**config.mk**
```make
export PLATFORM = sky130hd
export DESIGN_NAME = sasd_cell
export DESIGN_NICKNAME = d
export VERILOG_FILES = /design/src/shift_add_mul_shift_sub_div_macros.svh /design/src/sasd_pkg.sv /design/src/sasd_cell.sv
export SDC_FILE = /design/constraint.sdc
export NUM_CORES = 1
export LEC_CHECK = 0
export BUFFER_PORTS_ARGS = -buffer_cell sky130_fd_sc_hd__buf_2
export CAP_MARGIN = 20
export CORE_MARGIN = 2
export CORE_UTILIZATION = 54
export CTS_BUF_LIST = sky130_fd_sc_hd__clkbuf_8
export CTS_CLUSTER_SIZE = 25
export DETAILED_ROUTE_END_ITERATION = 10
export MAX_ROUTING_LAYER = met4
export PLACE_DENSITY = 0.83
export SYNTH_ARGS = -nofsm -noshare
export SYNTH_HDL_FRONTEND = slang
export SYNTH_SLANG_ARGS = --single-unit
export TNS_END_PERCENT = 50
```
**constraint.sdc**
```tcl
create_clock -name i_clk -period 3.7 [get_ports i_clk]
set_clock_uncertainty 0.05 [all_clocks]
set_input_delay 0.37 -clock i_clk [delete_from_list [all_inputs] [get_ports i_clk]]
set_output_delay 0.37 -clock i_clk [all_outputs]
set_load 0.05 [all_outputs]
```
**src/shift_add_mul_shift_sub_div_macros.svh**
```systemverilog
// assertion macros used by the top-level rtl file
`ifndef SHIFT_ADD_MUL_SHIFT_SUB_DIV_MACROS_SVH
`define SHIFT_ADD_MUL_SHIFT_SUB_DIV_MACROS_SVH

// same-cycle implication, disabled while reset is low
`define SASD_ASSERT_IMPL(label, clk, rst_n, ante, cons, msg) \
    label: assert property (@(posedge clk) disable iff (!rst_n) (ante) |-> (cons)) \
        else $error(msg);

// next-cycle implication, disabled while reset is low
`define SASD_ASSERT_NEXT(label, clk, rst_n, ante, cons, msg) \
    label: assert property (@(posedge clk) disable iff (!rst_n) (ante) |=> (cons)) \
        else $error(msg);

`endif

```
**src/sasd_pkg.sv**
```systemverilog
`timescale 1ns / 1ps
// ----------------------------------------------------------------------------
// sasd_pkg
// Shared codes, field widths and the control struct passed along the cell row.
// ----------------------------------------------------------------------------
package sasd_pkg;

    localparam int unsigned OPND_W = 32;
    localparam int unsigned ANS_W  = 32;

    localparam logic CMD_MUL = 1'b0;
    localparam logic CMD_DIV = 1'b1;

    typedef struct packed {
        logic valid;
        logic cmd;
        logic dz;
    } t_ctl;

endpackage

```
**src/sasd_cell.sv**
```systemverilog
`timescale 1ns / 1ps
// ----------------------------------------------------------------------------
// sasd_cell
// One step of shift-and-add multiply or restoring shift-and-subtract divide.
// ----------------------------------------------------------------------------
module sasd_cell #(
    parameter int unsigned WIDTH = 32
) (
    input  logic              i_clk,
    input  logic              i_rst_n,
    input  logic              i_en,
    input  sasd_pkg::t_ctl    i_ctl,
    input  logic [WIDTH-1:0]  i_x,
    input  logic [WIDTH-1:0]  i_y,
    input  logic [WIDTH-1:0]  i_acc,
    input  logic [WIDTH-1:0]  i_q,
    output sasd_pkg::t_ctl    o_ctl,
    output logic [WIDTH-1:0]  o_x,
    output logic [WIDTH-1:0]  o_y,
    output logic [WIDTH-1:0]  o_acc,
    output logic [WIDTH-1:0]  o_q
);
    import sasd_pkg::*;

    t_ctl             r_ctl;
    logic [WIDTH-1:0] r_x, r_y, r_acc, r_q;
    logic [WIDTH-1:0] n_x, n_acc, n_q;
    logic [WIDTH:0]   w_t;
    logic [WIDTH+1:0] w_diff;
    logic             w_ge;

    // partial remainder shifted up with the next dividend bit
    assign w_t    = {i_acc, i_x[WIDTH-1]};
    assign w_diff = {1'b0, w_t} - {2'b00, i_y};
    assign w_ge   = ~w_diff[WIDTH+1];

    always_comb begin
        n_x = {i_x[WIDTH-2:0], 1'b0};
        unique case (i_ctl.cmd)
            CMD_MUL: begin
                // multiplier sits in q and is consumed from the lsb
                n_acc = i_q[0] ? i_acc + i_x : i_acc;
                n_q   = {1'b0, i_q[WIDTH-1:1]};
            end
            default: begin
                n_acc = w_ge ? w_diff[WIDTH-1:0] : w_t[WIDTH-1:0];
                n_q   = {i_q[WIDTH-2:0], w_ge};
            end
        endcase
    end

    always_ff @(posedge i_clk) begin
        if (!i_rst_n) begin
            r_ctl <= '0;
        end else if (i_en) begin
            r_ctl <= i_ctl;
        end
    end

    always_ff @(posedge i_clk) begin
        if (i_en) begin
            r_x   <= n_x;
            r_y   <= i_y;
            r_acc <= n_acc;
            r_q   <= n_q;
        end
    end

    assign o_ctl = r_ctl;
    assign o_x   = r_x;
    assign o_y   = r_y;
    assign o_acc = r_acc;
    assign o_q   = r_q;

endmodule

```
# Word level (Yosys, flattened, before mapping)
# Cells that the tools add are included.
[op_classes] addsub=2 n_mux=4 bitwise=1
[ops] op="$mux 32" count=3
[ops] op="$sub 33x32->34" count=1
[ops] op="$add 32x32->32" count=1
[ops] op="$mux 31" count=1
[ops] op="$not 1->1" count=1
[word_totals] register_bits=130 in_bits=134 output_inout_bits=131 word_cells=15

# Logic depth before layout (Yosys ltp)
# Gate-level depths: netlist of run 1.
[logic_depth] word_depth=3 mapped_depth=15

# Worst setup path before layout of run 1
# No wires, ideal clock.
[synth_timing] path_kind="in2reg" from="in i_x[0]" to="reg r_acc[26] (netlist: o_acc[26]), data pin" setup_time_ps=274 t_arrival_ps=2770 required_ps=3376 slack_ps=606 stages=12 path_cell_list="ha_1 fa_1 a211oi_1 o21bai_1 a21oi_1 o211ai_1 nand2_1 o41ai_1 a221o_1 xnor2_1 a211oi_1 a31oi_1"
[synth_between] elab_chain_len=3
[synth_lines] element="from (decl)" line_no="sasd_cell.sv:13" text="input logic [WIDTH-1:0] i_x,"
[synth_lines] element="$add 32x32->32" line_no="sasd_cell.sv:42" text="n_acc = i_q[0] ? i_acc + i_x : i_acc;"
[synth_lines] element="$mux 32" line_no="sasd_cell.sv:42"
[synth_lines] element="$mux 32" line_no="sasd_cell.sv:39" text="unique case (i_ctl.cmd)"
[synth_lines] element="named net n_acc[26]" line_no="sasd_cell.sv:27" text="logic [WIDTH-1:0] n_x, n_acc, n_q;"
[synth_lines] element="to (signal assigned)" line_no="sasd_cell.sv:64" text="r_acc <= n_acc;"
[synth_lines] element="to (decl)" line_no="sasd_cell.sv:26" text="logic [WIDTH-1:0] r_x, r_y, r_acc, r_q;"
# The timed path passes the listed nets, and every way through them passes these cells.
# A chain may end at the register's enable or synchronous reset.

# Worst setup path in the final report of run 1
[layout_timing] from="in i_acc[0]" to="reg r_acc[30] (netlist: o_acc[30]), data pin"
[layout_between] elab_chain_len=3 word_cells_on_any_way=5 classes_between="add/sub (2); mux (3)"
[layout_lines] element="from (decl)" line_no="sasd_cell.sv:15" text="input logic [WIDTH-1:0] i_acc,"
[layout_lines] element="$sub 33x32->34 / $add 32x32->32 (equally long branches)" line_no="sasd_cell.sv:34, sasd_cell.sv:42"
[layout_lines] element="$mux 32 (on tied branches)" line_no="sasd_cell.sv:46, sasd_cell.sv:42"
[layout_lines] element="$mux 32 (*)" line_no="sasd_cell.sv:39"
[layout_lines] element="named net n_acc[30]" line_no="sasd_cell.sv:27"
# The timed path passes the listed nets; every way through them passes the cells marked *.

==> results of run 1 <==
[logic make-up (layout without fill, tap and decap cells)]
logic type,count (synthesis),after routing,share of synthesized area
compound gates,247,247,0.192
simple gates,227,227,0.125
flops,130,130,0.447
buf+inv,86,359,0.0394
fa+ha+maj,65,65,0.0955
xor+xnor,47,47,0.0475
mux,43,43,0.0541
other cells,1,1,0.000432
[synthesized netlist by cell type, types with 12 or more instances]
library cell,n,area share
sky130_fd_sc_hd__mux2i_1,12,0.014
sky130_fd_sc_hd__xor2_1,16,0.016
sky130_fd_sc_hd__a211oi_1,29,0.025
sky130_fd_sc_hd__nor3_1,15,0.0087
sky130_fd_sc_hd__nor2b_1,26,0.019
sky130_fd_sc_hd__o21ai_0,43,0.025
sky130_fd_sc_hd__a31oi_1,27,0.019
sky130_fd_sc_hd__xnor2_1,31,0.031
sky130_fd_sc_hd__nand2_1,75,0.032
sky130_fd_sc_hd__edfxtp_1,127,0.44
sky130_fd_sc_hd__clkbuf_1,29,0.013
sky130_fd_sc_hd__nor2_1,50,0.022
sky130_fd_sc_hd__a21o_1,26,0.023
sky130_fd_sc_hd__mux2_2,31,0.040
sky130_fd_sc_hd__a21oi_1,60,0.035
sky130_fd_sc_hd__inv_1,49,0.021
sky130_fd_sc_hd__ha_1,63,0.091
sky130_fd_sc_hd__nand3_1,21,0.012
[flip-flops by register name, indices dropped and copies added (netlist names)]
signal,count
o_x,31
o_y,32
o_q,32
o_ctl,3
o_acc,32
[worst max-delay path: stages]
cell                       delay [ps]
sky130_fd_sc_hd__buf_2            140
sky130_fd_sc_hd__ha_1             250
sky130_fd_sc_hd__fa_1             260
sky130_fd_sc_hd__a211oi_1         120
sky130_fd_sc_hd__o21bai_1         170
sky130_fd_sc_hd__a21oi_1          120
sky130_fd_sc_hd__o211ai_1         300
sky130_fd_sc_hd__nand2_1          110
sky130_fd_sc_hd__o41ai_1          580
sky130_fd_sc_hd__nand4_1          170
sky130_fd_sc_hd__a31oi_1          230
sky130_fd_sc_hd__mux2_2           360
sky130_fd_sc_hd__a211oi_1         190
[final cells by class]
class,count,share of cell area
Clock buffer,20,0.0259
Clock inverter,12,0.0102
Sequential cell,130,0.364
Inverter,49,0.0173
Timing Repair Buffer,278,0.138
Multi-Input combinational cell,630,0.419
Tap cell,216,0.0254
[worst min-delay path by stage]
stage,endpoint,depth (start not counted),slack [ps]
floorplan,o_x[10],0,420
global placement,o_ctl[2],2,440
detailed placement,o_ctl[2],2,480
CTS,o_y[5],1,20
global route,o_y[5],1,30
finish,o_y[5],1,50
[layer usage]
layer  GRT usage  share of wire
met4      0.0795          0.014
met2       0.457           0.50
met1       0.345           0.42
met3      0.0525          0.068
met5           -              0
[metrics by stage]
stage          area (sq um)  cells  hold slack, ps
6_report              10600   1335            47.3
5_1_grt               10600   1335            25.4
4_1_cts               10600   1335            19.5
3_5_place_dp          10200   1303             477
3_3_place_gp          10200   1303             442
2_1_floorplan          8670    846             419
[power groups by stage]
stage	logic (mW)	registers, mW	clock network, mW
2_1_floorplan	0.672	2.35	0
3_3_place_gp	1.59	1.85	0
3_5_place_dp	1.61	1.85	0
4_1_cts	1.62	1.82	1.19
5_1_grt	1.75	1.83	1.24
6_report	1.63	1.82	1.17
==> metrics.md, run 1 <==
| Metric | Value |
|---|---|
| Proportion of power drawn by flip-flops and latches | `0.393` |
| Switching portion of total power | `0.376` |
| Class of the tightest hold or removal check | `input pin to register` |
| Number of design rule violations left after detail routing | `0` |
| Count of buffers from port buffering | `263` |
| WL final | `23,200 microns` |
| RSZ-0062 raised after global routing | `no` |
| Fin Setup TNS | `0 ps` |
| R2R Path Start | `o_ctl[2]` |
| Area of combinational cells with multiple inputs | `around 4500 sq um` |
| Global-route wire length before repair | `roughly 36,000 microns` |
| Layout cells sized above 1 | `0.313` |
| Post-CTS Hold Fix Bufs | `0` |
| I/O pin total | `265` |
| Synth Warn # | `0` |
| Static Leak | `4.69 nW` |
| RD Place Congestion | `0.929` |
| Total track usage | `0.275` |
| Critical path class | `input pin to register` |
| Crit path DAT | `3380 ps` |
| Synthesized flop and latch total | `130` |
| CTS sink cnt | `130` |
| DR vias/cell | `5.73` |
| DR vias | `7,645` |
| Die Span Y | `approximately 130 microns` |
| Cells after synthesis | `846` |
| Worst slew slack as a fraction of its limit | `0.469` |
| Clock tree from TritonCTS | `done` |
| Critical path endpoint | `o_acc[30]` |
| Setup crit end kind | `register` |
| Leading cell types in the layout, fill and taps excluded | `sky130_fd_sc_hd__buf_2, sky130_fd_sc_hd__edfxtp_1, sky130_fd_sc_hd__nand2_1` |
| Register cell area after layout | `3870 sq um` |
| Post-detailed-route count of antenna-violating nets | `0` |
| CTS buffer count | `17` |
| Setup slack at placement | `148 ps` |
| Seq/Total Area, Yosys | `0.447` |
| Startpoint kind of the worst setup timing path | `input pin` |
| Iteration count of the initial detailed-routing pass | `8` |
| Number of standard-cell rows in the floorplan | `46` |
| Buffer type at the clock tree root | `sky130_fd_sc_hd__clkbuf_8` |
| Synth async-reset ratio | `0` |
| CP Max Fanout | `5` |
| Largest buffer count on any clock path | `2` |
| Prevailing post-synth register cell | `sky130_fd_sc_hd__edfxtp_1` |
| Final critical delay including setup and external delays | `3150 ps` |
| Setup Fix Bufs, Post-CTS | `0` |
| Area of the die | `17,100 sq um` |
| Fin. Hold Viols | `0` |
| Post-synth design cell area | `between 8000 and 9000 sq um` |
| Mean Syn Cell Area | `10.2 sq um` |
| Count of cell types in the netlist | `66` |
| Reg-to-reg setup timing slack | `3030 ps` |
| Area delta synth->final | `22.6%` |
| Capture instance of the worst register-to-register path | `o_ctl[2]` |
| Number of enable flip-flop cells after synthesis | `127` |
| Number of max-cap violations | `0` |
| Largest net degree at the start of global routing | `82` |
| DP HPWL | `17,500 microns` |
| Final #Nets | `1,305` |
| Logic pwr share | `0.353` |
| Count of pins over their slew limit | `0` |
| Power per unit of standard cell area | `435 nW/um^2` |
| Horizontal die dimension | `roughly 130 microns` |
| Layout filler cell count | `roughly 1,300` |
| PnR Total Power | `4.62 mW` |
| Leading cell type in the layout, fill and taps excluded | `sky130_fd_sc_hd__buf_2` |
| Number of antenna cells inserted | `0` |
| Transition time of the tightest slew-check pin | `796 ps` |
| Required @ worst endpoint | `3930 ps` |
| Clock Latency Late Sink | `450 ps` |
| Critical Path Start | `i_acc[0]` |
| Worst vdd rail ir drop | `roughly 0.25 mV` |
| Initial antenna violation count | `0` |
| Startpoint of the lowest-slack hold path | `i_y[5]` |
| Reg2reg path depth | `2` |
| Power share of the clock group | `0.254` |
| Average wire per standard cell | `17.4 microns` |
| Placeable Area | `15,800 sq um` |
| Post-Synthesis Net Count | `1,045` |
| Reported net switching power | `around 1.7 mW` |
| PnR worst setup slack | `548 ps` |
| 1st-iter DRT viols | `roughly 540` |
| Final Util | `0.674` |
| Setup violations, final | `0` |
| H-tree depth reported by CTS | `4` |
| Period Utilization, post-route | `0.852` |
| Total gr overflow | `0` |
| FMAX | `about 0.32 GHz` |
| Number of cells upsized or downsized after cts | `0` |
| Outcome | `completed` |
| Clock transition at the registers of the reported paths | `80 ps` |
| Via count of the first global-routing pass | `7,250` |
| Initial core utilization | `0.550` |
| P_int | `2.88 mW` |
Power figures use the tool's default switching activity.
==> run 2, diff against run 1 <==
Settings changed: CORE_UTILIZATION 54 to 51, PLACE_DENSITY 0.83 to 0.79.
==> run 2 against run 1 <==
- sequential share of layout area up 0.065 points
- fmax up 0.11%
- clock power about the same
- largest cell class unchanged
- first-iteration DRC count up 11%
- design area is 0.18% lower
- highest routed layer unchanged
- setup slack better by 3.6 ps
- utilization down 3.4 points
- sequential power about the same
- combinational power about the same
==> metrics.md, run 2 (same netlist as run 1, synthesis figures left out) <==
| Metric | Value |
|---|---|
| Outcome | `completed` |
| FMAX | `0.318 GHz (+0.11%)` |
| RSZ-0062 raised after global routing | `no` |
| Post-detailed-route count of antenna-violating nets | `0 (unchanged)` |
| Number of max-cap violations | `0 (unchanged)` |
| Startpoint kind of the worst setup timing path | `input pin` |
| Average wire per standard cell | `17.4 microns (+0.27%)` |
| Total track usage | `0.266 (-0.00915)` |
| Horizontal die dimension | `134 microns (+2.8%)` |
| DR vias/cell | `5.65 (-1.3%)` |
| PnR Total Power | `4.63 mW (+0.18%)` |
| Post-layout instance count excluding filler cells | `1,338 (+0.22%)` |
| Initial core utilization | `0.523 (-0.0270)` |
| Number of cells upsized or downsized after cts | `0 (unchanged)` |
| Placeable Area | `16,600 sq um (+5.2%)` |
| Leading cell types in the layout, fill and taps excluded | `sky130_fd_sc_hd__buf_2, sky130_fd_sc_hd__edfxtp_1, sky130_fd_sc_hd__nand2_1` |
| Post-CTS Hold Fix Bufs | `0 (unchanged)` |
| Total gr overflow | `0 (unchanged)` |
| Setup slack at placement | `164 ps (+15.6 ps)` |
| Setup Fix Bufs, Post-CTS | `0 (unchanged)` |
| CTS buffer count | `17 (unchanged)` |
| Final #Nets | `1,305 (unchanged)` |
| Clock Latency Late Sink | `450 ps (about the same)` |
| Area delta synth->final | `22.4%` |
| H-tree depth reported by CTS | `4 (unchanged)` |
| Final Util | `0.640 (-0.0342)` |
| Global-route wire length before repair | `36,600 microns (+3.0%)` |
| Number of standard-cell rows in the floorplan | `47 (+2.2%)` |
| Routing usage on met1 | `0.328 (-0.0170)` |
| Buffer type at the clock tree root | `sky130_fd_sc_hd__clkbuf_8` |
| DR vias | `7,562 (-1.1%)` |
| Die Span Y | `134 microns (+2.8%)` |
| I/O pin total | `265 (unchanged)` |
| Slowest library cell on the worst path | `sky130_fd_sc_hd__o41ai_1` |
| Reg2reg path depth | `2 (unchanged)` |
| Iteration count of the initial detailed-routing pass | `5 (-3)` |
| 1st-iter DRT viols | `596 (+11%)` |
| Class of the tightest hold or removal check | `input pin to register` |
| Post-placement cell area | `10,200 sq um (about the same)` |
| Static Leak | `4.67 nW (-0.25%)` |
| Critical Path, Cell by Cell | `buf_2 -> ha_1 -> fa_1 -> a211oi_1 -> o21bai_1 -> a21oi_1 -> o211ai_1 -> nand2_1 -> o41ai_1 -> nand4_1 -> a31oi_1 -> mux2_2 -> a211oi_1` |
| Worst vdd rail ir drop | `0.258 mV (+2.8%)` |
| Largest buffer count on any clock path | `2 (unchanged)` |
| Period Utilization, post-route | `0.851 (-0.000965)` |
| Power per unit of standard cell area | `436 nW/um^2 (+0.35%)` |
| Worst slew slack as a fraction of its limit | `0.545 (+0.0757)` |
| Leading cell type in the layout, fill and taps excluded | `sky130_fd_sc_hd__buf_2` |
| Cell area after layout | `10,600 sq um (-0.18%)` |
| # placed instances | `1,307 (+0.31%)` |
| Crit path DAT | `3390 ps (about the same)` |
| Fin Setup TNS | `0 ps (unchanged)` |
| Area of the die | `18,100 sq um (+5.7%)` |
| Layout cells sized above 1 | `0.311 (-0.00213)` |
| Cell count of the worst hold path | `1 (unchanged)` |
| Via count of the first global-routing pass | `7,434 (+2.5%)` |
| Clock transition at the registers of the reported paths | `80 ps (about the same)` |
| Fin. Hold Viols | `0 (unchanged)` |
| RD Place Congestion | `0.935 (+0.67%)` |
| Post-route worst hold slack | `54.5 ps (+7.22 ps)` |
| Setup violations, final | `0 (unchanged)` |
| Layout filler cell count | `1,392 (+10%)` |
| Count of pins over their slew limit | `0 (unchanged)` |
| Setup crit end kind | `register` |
| Required @ worst endpoint | `3940 ps (about the same)` |
| CTS sink cnt | `130 (unchanged)` |
| Initial antenna violation count | `1 (+1)` |
| Met3 demand-to-capacity share in global routing | `0.0574 (+0.00492)` |
| WL final | `23,300 microns (+0.50%)` |
| CP peak stage delay | `610 ps (+30 ps)` |
| Final critical delay including setup and external delays | `3150 ps (-3.57 ps)` |
| Critical path class | `input pin to register` |
| CP Max Fanout | `5 (unchanged)` |
| Clock tree from TritonCTS | `done` |
| DP HPWL | `17,800 microns (+1.6%)` |
| Largest net degree at the start of global routing | `69 (-16%)` |
| PnR worst setup slack | `551 ps (+3.57 ps)` |
| Most repeated library cell on the critical path | `sky130_fd_sc_hd__a211oi_1` |
| Number of design rule violations left after detail routing | `0 (unchanged)` |
| Count of buffers from port buffering | `263 (unchanged)` |
| Most heavily used metal layer in global routing | `met2` |
| Transition time of the tightest slew-check pin | `682 ps (-114 ps)` |
| Grt met2 use | `0.436 (-0.0209)` |
-- run 2: cell count changes in the layout (fill, tap and decap cells not counted), sizes merged --
cell and delta:
clkinvlp -2, diode +1, bufinv +1, clkinv +2, clkbuf -3
-- run 2: worst max-delay path: cells and delay by family --
kind | cells | cell delay [ps]
buffers and inverters | 1 | 140
and+or+nand+nor | 2 | 280
adders and majority gates | 2 | 500
muxes | 1 | 360
AOI/OAI and AO/OA | 7 | 1740
-- run 2: report_power, final --
| part | internal (mW) | switching [mW] | total, mW |
|---|---|---|---|
| sequential | 1.78 | 0.0328 | 1.82 |
| combinational | 0.512 | 1.12 | 1.63 |
| clock | 0.591 | 0.592 | 1.18 |
| total | 2.89 | 1.75 | 4.63 |
-- run 2: path summary, 6_finish.rpt --
kind | startpoint | end | slack, ps
worst min-delay path | i_y[24] | o_y[24] | 50
worst max-delay path | i_acc[0] | o_acc[30] | 550
worst max register to register | o_ctl[0] | o_ctl[0] | 3030
worst min register to register | o_ctl[1] | o_ctl[1] | 480
-- run 2: routing by layer --
layer,share of wire,up-vias
met4,0.023,0
met1,0.42,3505
li1,-,3693
met5,0,-
met2,0.49,318
met3,0.070,46
-- run 2: cell type report --
type / count / area [sq um] / area share
well taps: 220 / 275 / 0.0259
diodes: 1 / 2.50 / 0.000236
clock inverters: 13 / 136 / 0.0129
repair buffers: 278 / 1450 / 0.137
flip-flops and latches: 130 / 3870 / 0.365
inverters: 49 / 184 / 0.0173
multi-input cells: 630 / 4460 / 0.420
clock buffers: 17 / 234 / 0.0220
